### src/u8vd_pkg.sv
// ----------------------------------------------------------------------------
// u8vd_pkg
// Types and constants shared by the UTF-8 validating decoder.
// ----------------------------------------------------------------------------
package u8vd_pkg;

    localparam int unsigned CP_W  = 21;
    localparam int unsigned CNT_W = 3;

    // byte classes
    localparam logic [7:0] CONT_MASK  = 8'hC0;
    localparam logic [7:0] CONT_TAG   = 8'h80;
    localparam logic [7:0] LEAD2_MASK = 8'hE0;
    localparam logic [7:0] LEAD2_TAG  = 8'hC0;
    localparam logic [7:0] LEAD3_MASK = 8'hF0;
    localparam logic [7:0] LEAD3_TAG  = 8'hE0;
    localparam logic [7:0] LEAD4_MASK = 8'hF8;
    localparam logic [7:0] LEAD4_TAG  = 8'hF0;
    localparam logic [7:0] PAYLOAD_MASK = 8'h3F;

    // sequence lengths
    localparam logic [2:0] SEQ_NONE = 3'd0;
    localparam logic [2:0] SEQ_ONE  = 3'd1;
    localparam logic [2:0] SEQ_TWO  = 3'd2;
    localparam logic [2:0] SEQ_THREE = 3'd3;
    localparam logic [2:0] SEQ_FOUR = 3'd4;

    // value limits
    localparam logic [CP_W-1:0] MIN_TWO   = 21'h00080;
    localparam logic [CP_W-1:0] MIN_THREE = 21'h00800;
    localparam logic [CP_W-1:0] MIN_FOUR  = 21'h10000;
    localparam logic [CP_W-1:0] SURR_LO   = 21'h0D800;
    localparam logic [CP_W-1:0] SURR_HI   = 21'h0DFFF;
    localparam logic [CP_W-1:0] MAX_CP    = 21'h10FFFF;

    // results caused by one request: err_count error results, then at most
    // one tail result (a valid code point)
    typedef struct packed {
        logic [2:0]       err_count;
        logic             tail_valid;
        logic [CP_W-1:0]  tail_cp;
        logic [CNT_W-1:0] tail_cnt;
    } bundle_t;

    function automatic logic [2:0] lead_len(input logic [7:0] b);
        logic [2:0] len;
        len = SEQ_NONE;
        if ((b & LEAD2_MASK) == LEAD2_TAG) begin
            len = SEQ_TWO;
        end
        else if ((b & LEAD3_MASK) == LEAD3_TAG) begin
            len = SEQ_THREE;
        end
        else if ((b & LEAD4_MASK) == LEAD4_TAG) begin
            len = SEQ_FOUR;
        end
        return len;
    endfunction

endpackage

### src/u8vd_if.sv
// ----------------------------------------------------------------------------
// u8vd channel interfaces
// Byte request channel and decoded result channel, valid/ready handshake.
// ----------------------------------------------------------------------------
interface u8vd_byte_if;
    logic       valid;
    logic       ready;
    logic [7:0] data_byte;
    logic       end_of_text;

    modport source (output valid, output data_byte, output end_of_text, input ready);
    modport sink   (input valid, input data_byte, input end_of_text, output ready);
endinterface

interface u8vd_cp_if;
    logic                        valid;
    logic                        ready;
    logic [u8vd_pkg::CP_W-1:0]   code_point;
    logic                        is_error;
    logic [u8vd_pkg::CNT_W-1:0]  byte_count;
    logic                        last_of_run;

    modport source (output valid, output code_point, output is_error,
                    output byte_count, output last_of_run, input ready);
    modport sink   (input valid, input code_point, input is_error,
                    input byte_count, input last_of_run, output ready);
endinterface

### src/u8vd_decode.sv
// ----------------------------------------------------------------------------
// u8vd_decode
// Sequence state and per-byte decode: turns one request into a result bundle.
// ----------------------------------------------------------------------------
module u8vd_decode (
    input  logic                 clk,
    input  logic                 rst_n,
    input  logic                 accept,
    input  logic [7:0]           data_byte,
    input  logic                 end_of_text,
    output u8vd_pkg::bundle_t    bundle
);

    logic [7:0] held_reg [3];
    logic [7:0] held_next [3];
    logic [1:0] held_count_reg;
    logic [1:0] held_count_next;
    logic [2:0] exp_len_reg;
    logic [2:0] exp_len_next;

    logic                      is_cont;
    logic [2:0]                lead_len;
    logic [u8vd_pkg::CP_W-1:0] seq_cp;
    logic                      seq_ok;

    assign is_cont  = (data_byte & u8vd_pkg::CONT_MASK) == u8vd_pkg::CONT_TAG;
    assign lead_len = u8vd_pkg::lead_len(data_byte);

    // value of the sequence closed by this byte
    always_comb
    begin
        seq_cp = '0;
        seq_ok = 1'b0;
        unique case (exp_len_reg)
            u8vd_pkg::SEQ_TWO:
            begin
                seq_cp = {10'd0, held_reg[0][4:0], data_byte[5:0]};
                seq_ok = seq_cp >= u8vd_pkg::MIN_TWO;
            end
            u8vd_pkg::SEQ_THREE:
            begin
                seq_cp = {5'd0, held_reg[0][3:0], held_reg[1][5:0], data_byte[5:0]};
                seq_ok = (seq_cp >= u8vd_pkg::MIN_THREE)
                      && !((seq_cp >= u8vd_pkg::SURR_LO) && (seq_cp <= u8vd_pkg::SURR_HI));
            end
            u8vd_pkg::SEQ_FOUR:
            begin
                seq_cp = {held_reg[0][2:0], held_reg[1][5:0], held_reg[2][5:0],
                          data_byte[5:0]};
                seq_ok = (seq_cp >= u8vd_pkg::MIN_FOUR) && (seq_cp <= u8vd_pkg::MAX_CP);
            end
            default:
            begin
                seq_cp = '0;
                seq_ok = 1'b0;
            end
        endcase
    end

    always_comb
    begin
        held_next       = held_reg;
        held_count_next = held_count_reg;
        exp_len_next    = exp_len_reg;
        bundle          = '0;

        if ((held_count_reg == 2'd0) || !is_cont) begin
            // held bytes, if any, are broken by this byte
            bundle.err_count = {1'b0, held_count_reg};
            held_count_next  = 2'd0;
            exp_len_next     = u8vd_pkg::SEQ_NONE;
            if (!data_byte[7]) begin
                bundle.tail_valid = 1'b1;
                bundle.tail_cp    = {13'd0, data_byte};
                bundle.tail_cnt   = u8vd_pkg::SEQ_ONE;
            end
            else if (lead_len == u8vd_pkg::SEQ_NONE) begin
                bundle.err_count = bundle.err_count + 3'd1;
            end
            else if (end_of_text) begin
                // new lead at end of text flushes at once
                bundle.err_count = bundle.err_count + 3'd1;
            end
            else begin
                held_next[0]    = data_byte;
                held_count_next = 2'd1;
                exp_len_next    = lead_len;
            end
        end
        else if ({1'b0, held_count_reg} + 3'd1 == exp_len_reg) begin
            held_count_next = 2'd0;
            exp_len_next    = u8vd_pkg::SEQ_NONE;
            if (seq_ok) begin
                bundle.tail_valid = 1'b1;
                bundle.tail_cp    = seq_cp;
                bundle.tail_cnt   = exp_len_reg;
            end
            else begin
                bundle.err_count = exp_len_reg;
            end
        end
        else begin
            held_next[held_count_reg] = data_byte;
            held_count_next = held_count_reg + 2'd1;
            if (end_of_text) begin
                bundle.err_count = {1'b0, held_count_reg} + 3'd1;
                held_count_next  = 2'd0;
                exp_len_next     = u8vd_pkg::SEQ_NONE;
            end
        end
    end

    always_ff @(posedge clk or negedge rst_n)
    begin
        if (!rst_n) begin
            held_reg[0]    <= '0;
            held_reg[1]    <= '0;
            held_reg[2]    <= '0;
            held_count_reg <= '0;
            exp_len_reg    <= u8vd_pkg::SEQ_NONE;
        end
        else if (accept) begin
            held_reg       <= held_next;
            held_count_reg <= held_count_next;
            exp_len_reg    <= exp_len_next;
        end
    end

endmodule

### src/u8vd_emit.sv
// ----------------------------------------------------------------------------
// u8vd_emit
// Result register: holds one bundle and hands its results out one per cycle while code is ready.
// ----------------------------------------------------------------------------
module u8vd_emit (
    input  logic              clk,
    input  logic              rst_n,
    input  logic              load,
    input  u8vd_pkg::bundle_t bundle,
    output logic              take,
    u8vd_cp_if.source         code
);

    logic [2:0]                 err_left_reg;
    logic [2:0]                 err_left_next;
    logic                       tail_valid_reg;
    logic                       tail_valid_next;
    logic [u8vd_pkg::CP_W-1:0]  tail_cp_reg;
    logic [u8vd_pkg::CNT_W-1:0] tail_cnt_reg;

    logic pending;
    logic last;
    logic fire;

    assign pending = (err_left_reg != 3'd0) || tail_valid_reg;
    assign last    = ((err_left_reg == 3'd1) && !tail_valid_reg)
                  || ((err_left_reg == 3'd0) && tail_valid_reg);
    assign fire    = code.valid && code.ready;

    // a new request may enter while the final result leaves
    assign take = !pending || (fire && last);

    assign code.valid       = pending;
    assign code.is_error    = err_left_reg != 3'd0;
    assign code.code_point  = (err_left_reg != 3'd0) ? '0 : tail_cp_reg;
    assign code.byte_count  = (err_left_reg != 3'd0) ? u8vd_pkg::SEQ_ONE : tail_cnt_reg;
    assign code.last_of_run = last;

    always_comb
    begin
        err_left_next   = err_left_reg;
        tail_valid_next = tail_valid_reg;
        if (fire) begin
            if (err_left_reg != 3'd0) begin
                err_left_next = err_left_reg - 3'd1;
            end
            else begin
                tail_valid_next = 1'b0;
            end
        end
        if (load) begin
            err_left_next   = bundle.err_count;
            tail_valid_next = bundle.tail_valid;
        end
    end

    always_ff @(posedge clk or negedge rst_n)
    begin
        if (!rst_n) begin
            err_left_reg   <= '0;
            tail_valid_reg <= 1'b0;
        end
        else begin
            err_left_reg   <= err_left_next;
            tail_valid_reg <= tail_valid_next;
        end
    end

    always_ff @(posedge clk)
    begin
        if (load) begin
            tail_cp_reg  <= bundle.tail_cp;
            tail_cnt_reg <= bundle.tail_cnt;
        end
    end

endmodule

### src/utf8_validating_decoder_unit.sv
// ----------------------------------------------------------------------------
// utf8_validating_decoder_unit
// UTF-8 to code point decoder with rejection of malformed input.
// ----------------------------------------------------------------------------
//  channel  dir  payload                                          handshake
//  text     in   data_byte[7:0], end_of_text                      valid/ready
//  code     out  code_point[20:0], is_error, byte_count[2:0],     valid/ready
//                last_of_run
//
// one byte is decoded in the cycle it is taken; its results sit in the result
// register and leave one per cycle while code is ready, and text is held until
// the final result has left; a byte with no results does not hold text
// the next byte is taken in the same cycle the final result of the previous
// one is taken
// reset clears the held sequence and drops any pending results
// ----------------------------------------------------------------------------
module utf8_validating_decoder_unit (
    input  logic        clk,
    input  logic        rst_n,
    u8vd_byte_if.sink   text,
    u8vd_cp_if.source   code
);

    u8vd_pkg::bundle_t bundle;
    logic              take;
    logic              accept;

    assign text.ready = take;
    assign accept     = text.valid && take;

    u8vd_decode u_decode (
        .clk         (clk),
        .rst_n       (rst_n),
        .accept      (accept),
        .data_byte   (text.data_byte),
        .end_of_text (text.end_of_text),
        .bundle      (bundle)
    );

    u8vd_emit u_emit (
        .clk    (clk),
        .rst_n  (rst_n),
        .load   (accept),
        .bundle (bundle),
        .take   (take),
        .code   (code)
    );

endmodule
### src/flat_wrapper.sv
// flat-port wrapper written by rule: the top's interface ports become plain ports
module utf8_validating_decoder_unit_flat 
  (clk, rst_n, text_valid, text_data_byte, text_end_of_text, text_ready, code_valid, code_code_point, code_is_error, code_byte_count, code_last_of_run, code_ready);
  u8vd_byte_if text_i ();
  u8vd_cp_if code_i ();
  input  logic clk;
  input  logic rst_n;
  input wire logic [$bits(text_i.valid)-1:0] text_valid;
  input wire logic [$bits(text_i.data_byte)-1:0] text_data_byte;
  input wire logic [$bits(text_i.end_of_text)-1:0] text_end_of_text;
  output wire logic [$bits(text_i.ready)-1:0] text_ready;
  output wire logic [$bits(code_i.valid)-1:0] code_valid;
  output wire logic [$bits(code_i.code_point)-1:0] code_code_point;
  output wire logic [$bits(code_i.is_error)-1:0] code_is_error;
  output wire logic [$bits(code_i.byte_count)-1:0] code_byte_count;
  output wire logic [$bits(code_i.last_of_run)-1:0] code_last_of_run;
  input wire logic [$bits(code_i.ready)-1:0] code_ready;
  assign text_i.valid = text_valid;
  assign text_i.data_byte = text_data_byte;
  assign text_i.end_of_text = text_end_of_text;
  assign text_ready = text_i.ready;
  assign code_valid = code_i.valid;
  assign code_code_point = code_i.code_point;
  assign code_is_error = code_i.is_error;
  assign code_byte_count = code_i.byte_count;
  assign code_last_of_run = code_i.last_of_run;
  assign code_i.ready = code_ready;
  utf8_validating_decoder_unit u_core (.clk(clk), .rst_n(rst_n), .text(text_i), .code(code_i));
endmodule
### config.mk
export PLATFORM = sky130hd
export DESIGN_NAME = utf8_validating_decoder_unit_flat
export DESIGN_NICKNAME = d
export VERILOG_FILES = /design/src/u8vd_pkg.sv /design/src/u8vd_if.sv /design/src/u8vd_decode.sv /design/src/u8vd_emit.sv /design/src/utf8_validating_decoder_unit.sv /design/src/flat_wrapper.sv
export SDC_FILE = /design/constraint.sdc
export NUM_CORES = 1
export LEC_CHECK = 0
export ABC_CLOCK_PERIOD_IN_PS = 2430
export BUFFER_PORTS_ARGS = -buffer_cell sky130_fd_sc_hd__buf_4
export CAP_MARGIN = 10
export CORE_UTILIZATION = 57
export DETAILED_ROUTE_END_ITERATION = 6
export GPL_TIMING_DRIVEN = 0
export PLACE_DENSITY = 0.78
export REMOVE_ABC_BUFFERS = 1
export SKIP_CTS_REPAIR_TIMING = 1
export SLEW_MARGIN = 20
export SYNTH_ARGS = -nofsm -noshare
export SYNTH_HDL_FRONTEND = slang
export SYNTH_SLANG_ARGS = --single-unit
### constraint.sdc
create_clock -name clk -period 2.43 [get_ports clk]
set_clock_uncertainty 0.15 [all_clocks]
set_input_delay 0.729 -clock clk [delete_from_list [all_inputs] [get_ports clk]]
set_output_delay 0.729 -clock clk [all_outputs]
set_load 0.01 [all_outputs]
# ---- After elaboration in Yosys (flattened, before gate mapping)
# Index checks and enable logic that the tools add are counted.
# W data, S select, Z words.
dict set report totals {
  regBits 57
  latch_bits 0
  ramBits 0
  mem_bits_ro 0
  out_inout_bits 28
  n_memories 0
}
dict set report classes {
  n_addsub 3
  multipliers 0
  div_mod_pow 0
  magnitude_cmp 8
  n_eq_ne 14
  n_shift 0
  n_mux 43
  bitwise 3
  n_reduce_logical 29
}
# cell count
set ops {}
lappend ops {{$mux W25} 3}
lappend ops {{$pmux W21 S3} 1}
lappend ops {{$mux W3} 19}
lappend ops {{$mux W8} 5}
lappend ops {{$mux W28} 1}
lappend ops {{$bwmux W24} 1}
lappend ops {{$mux W24} 1}
lappend ops {{$ge A21 B17 Y1 const B} 1}
lappend ops {{$le A21 B21 Y1 const B} 1}
lappend ops {{$mux W21} 1}
lappend ops {{$demux W8 S2} 1}
lappend ops {{$ge A16 B12 Y1 const B} 1}
lappend ops {{$ge A16 B16 Y1 const B} 1}
lappend ops {{$le A16 B16 Y1 const B} 1}
lappend ops {{$ge A11 B8 Y1 const B} 1}
lappend ops {{$logic_and A1 B1 Y1} 9}
lappend ops {{$ne A2 B2 Y1 const B} 4}
lappend ops {{$eq A3 B2 Y1 const B} 2}
lappend ops {{$eq A3 B3 Y1 const B} 2}
lappend ops {{$logic_not A3 Y1} 2}
lappend ops {{$mux W1} 6}
lappend ops {{$mux W2} 3}
lappend ops {{$reduce_and A2 Y1} 3}
lappend ops {{$reduce_bool A3 Y1} 2}
lappend ops {{other kinds (20)} 28}

# ---- Longest topological paths before layout
dict set report depth {
  ltp_word 9
  depth_mapped 9
  depth_no_buf 8
}

# ---- Modules after synthesis
# Synthesis repeated with hierarchy kept, for this count alone.
dict set report unflattened {
  cells_unflattened 272
  hier_area_um2 2875.3
}
# mod n_inst cells_each area_each_um2 seq_area_each_um2
set modules_own_cells {}
lappend modules_own_cells {u8vd_decode 1 187 1690.4 550.5}
lappend modules_own_cells {u8vd_emit 1 84 1178.6 820.8}
lappend modules_own_cells {utf8_validating_decoder_unit 1 1 6.3 0.0}

# ---- Worst setup path after synthesis
# Ideal clock, no wire load.
dict set report synth_path {
  kind {register to output}
  from {register u_core.u_emit.err_left_reg[0]}
  to {output port code_byte_count[1]}
  arrival_time_ns 1.403
  path_slack_ns 0.148
  stages_incl_launch_ff 7
  path_buffers 2
  cell_sequence {dfrtp_1 > inv_1 > ha_1 > nor2b_1 > clkbuf_1 > clkbuf_1 > and2_1}
}
dict set report synth_via {
  elab_chain_len 2
}
# item line
set synth_lines {}
lappend synth_lines {{from (decl)} u8vd_emit.sv:14} ;# logic [2:0] err_left_reg;
lappend synth_lines {{from (signal assigned)} u8vd_emit.sv:64} ;# err_left_reg <= err_left_next;
lappend synth_lines {{$reduce_bool A3 Y1} u8vd_emit.sv:36} ;# assign code.byte_count = (err_left_reg != 3'd0) ? u8vd_pkg::SEQ_ONE : tail_cnt_reg;
lappend synth_lines {{$mux W3} u8vd_emit.sv:36}
lappend synth_lines {{to (decl)} flat_wrapper.sv:15} ;# output wire logic [$bits(code_i.byte_count)-1:0] code_byte_count;
# No other way between the ends.

# ---- Worst setup path in the final report
dict set report layout_path {
  from {register u_core.u_emit.err_left_reg[0]}
  to {output port code_code_point[19]}
}
dict set report layout_via {
  elab_chain_len 2
}
# item line
set layout_lines {}
lappend layout_lines {{$reduce_bool A3 Y1} u8vd_emit.sv:35} ;# assign code.code_point = (err_left_reg != 3'd0) ? '0 : tail_cp_reg;
lappend layout_lines {{$mux W21} u8vd_emit.sv:35}
lappend layout_lines {{to (decl)} flat_wrapper.sv:13} ;# output wire logic [$bits(code_i.code_point)-1:0] code_code_point;
# No other way between the ends.

==> metrics.txt <==
Critical Path RT=1.55 ns; most common cell after layout, fill and taps aside=buf_4; max_slew headroom=0.458; gr ovfl total=0; fin cells=approximately 380; clock-pin transition on the worst setup and hold timing paths=0.09 ns; DRC=0; CTS tree=built; largest family of logic cells by synthesized area=simple AND/OR/NAND/NOR gates; share of total power in the clock network=0.175; Nets=330; vias in the first global route=1945; P_sw=1.21 mW; synth unique cells=52; Initial DRC Count=219; Detailed Routing Iterations Pass 1=4; Syn-to-layout area delta=23.8%; RSZ-0062 raised after global routing=yes; pwr/cell area=938 mW/mm2; FP Rows=25; Fmax achieved=0.413 GHz; power share of the combinational group=0.435; crit path max fanout=14; syn avg cell area=approximately 11 um2; Final ANT Viol Nets=0; crit end category=output port; fin crit share=0.996; WL/cell=18.2 um; Cell Area, Synth=~0.0028 mm2; critical path arrival=1.54 ns; Tot Pwr=~3.3 mW; mux contribution to synthesized area=0.0721; CTS Buf Count=5; Synth Area in XOR/XNOR=0.0123; CP Launch Type=flop; Worst Tran Pin Value=0.809 ns; Final Instance Area=about 0.0035 mm2; most frequent cells in the layout=buf_4 (41), dfrtp_1 (24), edfxtp_1 (24); overall die height=72.7 um; complex-gate fraction of the synthesized area=0.153; area of the die=0.00528 mm2; root buffer cell=clkbuf_8; cells on worst reg2reg path=7; Sink Count=50; critical path class=reg -> out; # Max-Cap Violations=0; worst min path class=in -> async; Chip Width=72.7 um; IO Port Bufs=40; leakage=1.49 nW; #FFs+latches synth=50; I/O pin count=41; Final Max Tran Viols=0; Internal=approximately 2.1 mW; H-Tree Depth=2; Syn Inst Count=between 200 and 300; Reg-to-Reg End=u_core.u_emit.tail_cnt_reg[0]; Flop pwr share=0.391; DP Area=approximately 0.0032 mm2; Reg2Reg Setup Slack=roughly 0.090 ns; worst r2r src=u_core.u_decode.held_count_reg[0]; drt via density=5.84; layout cells sized above 1=0.346; via count=2194; largest net degree at the start of global routing=42; insertion delay to the later sink of the worst-skew pair=0.30 ns; core footprint=0.00475 mm2; GP Congestion=0.898; max reg flops=21; status=complete, no violations; Ys Warns=0; global-route wire length before repair=9.59 mm; Final min period=2.42 ns; peak supply drop=0.000760 V; total wire length=6.85 mm; fraction of the mapped netlist area in adder cells=0.0396; dpl cells=354; Simple-Gate Fraction of Synth Area=0.190; sequential fraction of the synthesis area=0.482; Initial Util=0.598; Global Route Usage Sum=0.242; clk buf depth=2; layout filler cell count=329; diode count=0; Fin. Hold Viols=0; final setup fails=0; dpl hpwl=about 4.0 mm; Net Sw Frac=0.367; initial antenna violation count=0
[per-stage QoR]
| step | setup TNS (ns) | util | hold slack (ns) | setup WS, ns |
|---|---|---|---|---|
| floorplan | -1.32 | - | 0.283 | -0.174 |
| global placement | -28.73 | 0.661 | 0.341 | -0.559 |
| detailed placement | -21.29 | 0.663 | 0.348 | -0.537 |
| CTS | -21.03 | 0.685 | 0.183 | -0.580 |
| global route | -0.722 | 0.741 | 0.193 | -0.0593 |
| finish | 0 | 0.741 | 0.173 | 0.00886 |
[worst max path at each step]
stage / startpoint / end / cells past startpoint
floorplan: u_core.u_emit.err_left_reg[0] / text_ready / 5
global placement: u_core.u_emit.err_left_reg[0] / text_ready / 6
detailed placement: code_ready / u_core.u_decode.held_reg[19] / 7
CTS: u_core.u_emit.err_left_reg[0] / text_ready / 6
global route: u_core.u_emit.err_left_reg[0] / text_ready / 7
finish: u_core.u_emit.err_left_reg[0] / code_code_point[19] / 6
[cells in the mapped netlist (all sizes together)]
| cell type | n | area share |
|---|---|---|
| a2111oi | 1 | 0.0031 |
| a211o | 1 | 0.0031 |
| a211oi | 2 | 0.0070 |
| a21boi | 7 | 0.026 |
| a21oi | 7 | 0.012 |
| a22o | 1 | 0.0031 |
| a22oi | 10 | 0.026 |
| a2bb2oi | 1 | 0.0053 |
| a31oi | 3 | 0.017 |
| a32oi | 4 | 0.012 |
| and2 | 24 | 0.053 |
| and3 | 8 | 0.018 |
| buf | 7 | 0.022 |
| clkbuf | 6 | 0.0079 |
| dfrtp | 26 | 0.23 |
| edfxtp | 24 | 0.25 |
| ha | 9 | 0.040 |
| inv | 16 | 0.021 |
| mux2 | 12 | 0.047 |
| mux2i | 7 | 0.025 |
| nand2 | 17 | 0.022 |
| nand2b | 4 | 0.011 |
| nand3 | 6 | 0.019 |
| nand3b | 1 | 0.0026 |
| nand4 | 2 | 0.0044 |
| nor2 | 22 | 0.029 |
| nor2b | 5 | 0.011 |
| nor3 | 4 | 0.0070 |
| nor4 | 1 | 0.0022 |
| o2111ai | 1 | 0.0031 |
| o211ai | 1 | 0.0026 |
| o21ai | 6 | 0.011 |
| o22ai | 4 | 0.011 |
| o2bb2ai | 1 | 0.0031 |
| o31ai | 1 | 0.0026 |
| o32a | 1 | 0.0035 |
| or3b | 1 | 0.0031 |
| or4 | 2 | 0.0066 |
| xnor2 | 3 | 0.0092 |
| xor2 | 1 | 0.0031 |
[layer usage]
layer | wire length [um] | part of all wire | global-route usage | vias to the layer above
li1 | - | - | - | 1028
met1 | 2850 | 0.42 | 0.329 | 1065
met2 | 3440 | 0.50 | 0.397 | 91
met3 | 485 | 0.071 | 0.0401 | 10
met4 | 72 | 0.011 | 0.0806 | 0
met5 | 0 | 0 | 0 | -
[area by class of cell]
class	count	area (um2)	area share
repair buffers	50	418	0.119
well taps	67	83.8	0.0238
multi-input cells	184	1450	0.411
repair inverters	1	8.76	0.00249
clock inverters	1	30.0	0.00852
flip-flops and latches	50	1370	0.390
clock buffers	7	76.3	0.0217
inverters	16	86.3	0.0245
[power groups by stage]
| stage | clock network, mW | logic, mW | registers [mW] |
|---|---|---|---|
| 2_1_floorplan | 0 | 0.676 | 1.21 |
| 4_1_cts | 0.578 | 1.08 | 1.25 |
| 5_1_grt | 0.611 | 1.55 | 1.31 |
| 3_3_place_gp | 0 | 1.03 | 1.26 |
| 6_report | 0.577 | 1.44 | 1.29 |
| 3_5_place_dp | 0 | 1.07 | 1.27 |
[worst max-delay path, stage by stage (launching register included)]
cell and delay [ns]:
dfrtp_1 0.42, inv_2 0.09, ha_4 0.17, nor2b_4 0.17
buf_12 0.14, and2_1 0.15, buf_6 0.10
[kinds of logic (layout without fill, tap and decap cells)]
| kind of cell | count (synthesis) | after routing |
|---|---|---|
| simple gates | 97 | 100 |
| compound gates | 52 | 52 |
| flops | 50 | 50 |
| buf+inv | 29 | 75 |
| mux | 19 | 19 |
| fa+ha+maj | 9 | 9 |
| xor+xnor | 4 | 4 |
No activity file was read; power rests on OpenSTA's default activity.
